===== config.mk =====
export PLATFORM = sky130hd
export DESIGN_NAME = svf_front
export DESIGN_NICKNAME = d
export VERILOG_FILES = /design/src/sv/svf_pkg.sv /design/src/sv/svf_front.sv
export SDC_FILE = /design/constraint.sdc
export NUM_CORES = 2
export LEC_CHECK = 0
export BUFFER_PORTS_ARGS = -buffer_cell sky130_fd_sc_hd__clkbuf_2
export CAP_MARGIN = 20
export CORE_MARGIN = 2
export CORE_UTILIZATION = 40
export DETAILED_ROUTE_END_ITERATION = 10
export GPL_ROUTABILITY_DRIVEN = 0
export PLACE_DENSITY = 0.62
export SYNTH_ARGS = -nofsm -noshare
export SYNTH_HDL_FRONTEND = slang
export SYNTH_SLANG_ARGS = --single-unit
export TNS_END_PERCENT = 100

===== constraint.sdc =====
create_clock -name clk_i -period 7.3 [get_ports clk_i]
set_clock_uncertainty 0.1 [all_clocks]
set_input_delay 2.19 -clock clk_i [delete_from_list [all_inputs] [get_ports clk_i]]
set_output_delay 2.19 -clock clk_i [all_outputs]
set_load 0.03 [all_outputs]

===== src/sv/svf_pkg.sv =====
// shared types, widths and constants of the self-regulating vent flow block
package svf_pkg;

  localparam int unsigned DPW        = 32;
  localparam int unsigned DENW       = 24;
  localparam int unsigned CFGW       = 32;
  localparam int unsigned OUTW       = 48;
  localparam int unsigned DTW        = 56;
  localparam int unsigned MW         = 38;
  localparam int unsigned QNW        = 64;
  localparam int unsigned QDIV_STEPS = 64;
  localparam int unsigned QREMW      = 38;
  localparam int unsigned ROOTW      = 32;
  localparam int unsigned SQRT_STEPS = 32;
  localparam int unsigned SREMW      = 34;
  localparam int unsigned PRODW      = 88;
  localparam int unsigned RDW        = 41;
  localparam int unsigned RD_STEPS   = 48;

  typedef enum logic [1:0] {
    CFG_TARGET_FLOW,
    CFG_P_MIN,
    CFG_P_MAX,
    CFG_DP_MIN
  } cfg_idx_e;

  localparam logic [CFGW-1:0] TARGET_FLOW_RST = 32'd167772;
  localparam logic [CFGW-1:0] P_MIN_RST       = 32'd65536;
  localparam logic [CFGW-1:0] P_MAX_RST       = 32'd3276800;
  localparam logic [CFGW-1:0] DP_MIN_RST      = 32'd66;
  localparam logic [CFGW-1:0] P_MIN_DEFAULT   = 32'd65536;
  localparam logic [MW-1:0]   P_MAX_FACTOR    = 38'd50;

  localparam logic [RDW-1:0]  FLOW_OVF_DIV    = 41'h1000000;
  localparam logic [RDW-1:0]  FLOW_BAND_DIV   = 41'd256;
  localparam logic [RDW-1:0]  SLOPE_BAND_DIV  = 41'd100000000;

  localparam logic [OUTW-1:0] POS_CAP = 48'h7FFFFFFFFFFF;
  localparam logic [OUTW-1:0] NEG_CAP = 48'h800000000000;

  typedef struct packed {
    logic [CFGW-1:0] target_flow;
    logic [CFGW-1:0] p_min;
    logic [CFGW-1:0] p_max;
    logic [CFGW-1:0] dp_min;
  } cfg_t;

  typedef struct packed {
    logic            neg;
    logic            lin;
    logic            ovf;
    logic [DPW-1:0]  a;
    logic [DENW-1:0] dens;
    logic [CFGW-1:0] pe;
    logic [DTW-1:0]  dt;
  } ctx_t;

endpackage


===== src/sv/svf_front.sv =====
// front stages: magnitude, effective pressures, density times target and region select
module svf_front import svf_pkg::*; (
  input  logic                   clk_i,
  input  logic                   rst_ni,
  input  logic                   en_i,
  input  logic                   valid_i,
  input  logic signed [DPW-1:0]  delta_p_i,
  input  logic [DENW-1:0]        density_i,
  input  cfg_t                   cfg_i,
  output logic                   valid_o,
  output ctx_t                   ctx_o,
  output logic [MW-1:0]          pmax_o
);

  logic            va_q;
  logic            neg_q, neg_d;
  logic [DPW-1:0]  a_q, a_d;
  logic [CFGW-1:0] pe_q, pe_d;
  logic [MW-1:0]   me_q, me_d;
  logic [DENW-1:0] dens_q;
  logic [DPW-1:0]  raw;
  logic [MW-1:0]   pe50;

  logic            vb_q;
  ctx_t            ctx_q, ctx_d;
  logic [MW-1:0]   meb_q;

  always_comb begin
    raw   = delta_p_i;
    neg_d = raw[DPW-1];
    a_d   = neg_d ? (32'd0 - raw) : raw;
    pe_d  = (cfg_i.p_min == '0) ? P_MIN_DEFAULT : cfg_i.p_min;
    pe50  = MW'(pe_d) * P_MAX_FACTOR;
    me_d  = (cfg_i.p_max <= pe_d) ? pe50 : MW'(cfg_i.p_max);
  end

  always_comb begin
    ctx_d.neg  = neg_q;
    ctx_d.lin  = (a_q < cfg_i.dp_min) || (a_q < pe_q);
    ctx_d.ovf  = !ctx_d.lin && (MW'(a_q) > me_q);
    ctx_d.a    = a_q;
    ctx_d.dens = dens_q;
    ctx_d.pe   = pe_q;
    ctx_d.dt   = DTW'(dens_q) * DTW'(cfg_i.target_flow);
  end

  always_ff @(posedge clk_i or negedge rst_ni) begin
    if (!rst_ni) begin
      va_q <= 1'b0;
      vb_q <= 1'b0;
    end else if (en_i) begin
      va_q <= valid_i;
      vb_q <= va_q;
    end
  end

  always_ff @(posedge clk_i) begin
    if (en_i) begin
      neg_q  <= neg_d;
      a_q    <= a_d;
      pe_q   <= pe_d;
      me_q   <= me_d;
      dens_q <= density_i;
      ctx_q  <= ctx_d;
      meb_q  <= me_q;
    end
  end

  assign valid_o = vb_q;
  assign ctx_o   = ctx_q;
  assign pmax_o  = meb_q;

endmodule


==> out/summary.txt <==
Number of placed cells counting well taps: 6100
Flip-flop and latch count after synthesis: 314
Adder and majority gate portion of the synthesized area: 0.448
Filler cell count in the final layout: 9564
Via density per instance: 4.99
EDFF count, synth: 312
IO buf count: 373
Final nets: 6106
Setup repair after global routing missed its margin: true
Tightest Pin Transition: 0.942 ns
Critical Path RT: 7.56 ns
Proportion of layout cells with a drive suffix above 1: 0.228
Area occupied by multi-input gates: 29700 um2
Critical path endpoint category: flip-flop
Final std cells w/o fill: 6241
Die footprint: 108000 um2
TritonCTS clock tree: yes
Mean routed wirelength per cell: 19.3 um
Sum of negative setup slack: -27.57 ns
Total global-route track usage: 0.229
Top FF cell, synth: sky130_fd_sc_hd__edfxtp_1
DRC violations left: 0
Failing checks: negative setup slack
Pins over their slew limit: 0
Setup-failing EPs final: 39
Number of global-route vias before repair: 32807
Total of hold buffers inserted after clock tree synthesis: 0
Worst slew margin: 0.372
Worst-skew pair later-pin latency: 0.62 ns
Number of levels the H-tree was split into: 2
Root buf cell: sky130_fd_sc_hd__clkbuf_16
Number of clock sinks: 314
Synthesized area: 42000 um2
Via Count: 31165
Synthesized netlist net count: 5499
Synthesized area per cell: 9.97 um2
CTS buffer count: 42
Critical path's top delay family: adder cells
Class of the worst hold path: reg -> reg
Run status: finished with violations
Number of antenna violations at the first check in global routing: 11
Cells after Synth: 4217
Maximum operating frequency: 0.120 GHz
Top fanout value on the critical path: 6
Sequential element share of the synthesized area: 0.224
First-pass GRT wire length: 189000 um
Number of unique standard cell types used by synthesis: 76
# IOs: 374
Number of design-rule violations left by the first detailed-router iteration: 1923
Max Root-Sink Buffers: 3
CTS clk-pin slew, worst paths: 0.07 ns
Compound-gate portion of the synthesized area: 0.0680
Slowest stage cell on the critical path: sky130_fd_sc_hd__fa_1
Synthesized-area fraction occupied by and/or/nand/nor cells: 0.133
Xor/xnor share of the synthesized area: 0.0217
Synth async-reset ratio: 0.00637
Ys Warns: 0
Multiplexer area fraction after synthesis: 0.00185
Fin crit share: 1.14
Most common cell after layout, fill and taps aside: sky130_fd_sc_hd__inv_1
Highest-count cells in the layout ignoring fill and taps: sky130_fd_sc_hd__inv_1, sky130_fd_sc_hd__fa_1, sky130_fd_sc_hd__nand2_1
CP Buf/Inv Count: 8
Routed WL: 120000 um
Cell row count: 118
Die width: 328 um
# Max-Cap Violations: 0
Leftover overflow at the end of global routing: 0
Post-DRT Antenna Nets: 0
Final critical delay including setup and external delays: 8.35 ns
Initial core utilization: 0.404
Combined flip-flop and latch cell area: 9420 um2
Largest net degree at the start of global routing: 108
Crit Path Category: in -> reg
Worst path max stage delay: 0.62 ns
Largest family of logic cells by synthesized area: adder cells
Number of hold violations in the final report: 0
Area Growth Syn to Fin: 22.7%
HPWL reported at the end of detailed placement: 100000 um
Final setup margin: -1.05 ns
Die H: 328 um
1st-pass router iterations: 7
Core Box Area: 104000 um2
Most repeated library cell on the critical path: sky130_fd_sc_hd__fa_1
CP startpoint kind: primary input
Endpoint arrival time on the critical path: 8.61 ns
-- worst register-to-register path: cells and delay by family (launching register included) --
family	cells	cell delay, ns
flops	1	0.42
fa+ha+maj	8	3.79
simple gates	5	1.15
buf+inv	7	0.77
compound gates	3	0.56
mux	1	0.14
-- timing repair --
action / in CTS / in global routing
buffers inserted: 35 / 28
gates resized for setup: 210 / 108
endpoints found under the setup margin: 39 / 43
pin swaps: 107 / 102
gates cloned: 3 / 1
-- through the flow --
| stage | util | setup slack (ns) | instance area, um2 | hold slack [ns] |
|---|---|---|---|---|
| 2_1_floorplan | - | -1.25 | 42700 | 0.300 |
| 3_3_place_gp | 0.464 | -1.98 | 48200 | 0.307 |
| 3_5_place_dp | 0.464 | -2.02 | 48200 | 0.320 |
| 4_1_cts | 0.490 | -0.946 | 50900 | 0.322 |
| 5_1_grt | 0.496 | -1.19 | 51600 | 0.327 |
| 6_report | 0.496 | -1.05 | 51600 | 0.341 |
-- kinds of logic (layout without fill, tap and decap cells) --
logic type	after synthesis	after routing
DFF	314	314
other	0	6
adders and majority gates	1094	1094
and+or+nand+nor	1103	1103
AOI/OAI and AO/OA	441	441
buffers and inverters	1154	1792
muxes	7	7
xor gates and xnor gates	104	104
-- worst paths after layout --
check	slack, ns	endpoint	start	cells past startpoint
worst max register to register	0.09	ctx_o[55]	dens_q[8]	24
worst min register to register	0.34	ctx_o[146]	neg_q	0
worst max-delay path	-1.05	ctx_o[55]	cfg_i[109]	25
min in group asynchronous	1.25	valid_o	rst_ni	1
worst min-delay path	0.34	ctx_o[146]	neg_q	0
max in group asynchronous	5.76	va_q	rst_ni	1
-- cell type report --
type,count,area share
diodes,6,0.000291
clock buffers,46,0.0207
clock inverters,29,0.00735
inverters,950,0.0691
multi-input cells,2749,0.575
flip-flops and latches,314,0.183
well taps,1380,0.0335
repair buffers,767,0.112
-- layer usage --
| metal | wire length, um | share of wire | vias up | track usage |
|---|---|---|---|---|
| li1 | - | - | 14320 | - |
| met1 | 50800 | 0.42 | 15715 | 0.307 |
| met2 | 56700 | 0.47 | 931 | 0.372 |
| met3 | 8420 | 0.070 | 191 | 0.0440 |
| met4 | 4400 | 0.037 | 8 | 0.0774 |
| met5 | 53 | 0.00044 | - | 0 |
-- cells in the mapped netlist, drive strengths merged (13+ instances only) --
| cell | number | area share |
|---|---|---|
| inv | 950 | 0.085 |
| fa | 685 | 0.33 |
| nand2 | 477 | 0.043 |
| ha | 409 | 0.12 |
| and2 | 405 | 0.060 |
| edfxtp | 312 | 0.22 |
| clkbuf | 202 | 0.018 |
| a21oi | 119 | 0.014 |
| a21o | 103 | 0.018 |
| o21ai | 92 | 0.011 |
| xnor2 | 61 | 0.013 |
| nor2 | 51 | 0.0046 |
| xor2 | 43 | 0.0090 |
| nand4 | 39 | 0.0058 |
| nand3 | 27 | 0.0033 |
| a211oi | 19 | 0.0035 |
| and3 | 19 | 0.0028 |
| a31oi | 16 | 0.0024 |
| nor3 | 16 | 0.0020 |
| nor2b | 14 | 0.0021 |
| nor4 | 13 | 0.0023 |
| o31ai | 13 | 0.0023 |
-- sequential cells by signal, summed over array words and instances (netlist names) --
| name | cells |
|---|---|
| pmax_o | 38 |
| pe_q | 32 |
| valid_o | 1 |
| neg_q | 1 |
| me_q | 38 |
| va_q | 1 |
| ctx_o | 147 |
| dens_q | 24 |
| a_q | 32 |
Power is not shown: default switching activity piles up to over one toggle a cycle in this logic, so the estimate is an artifact.
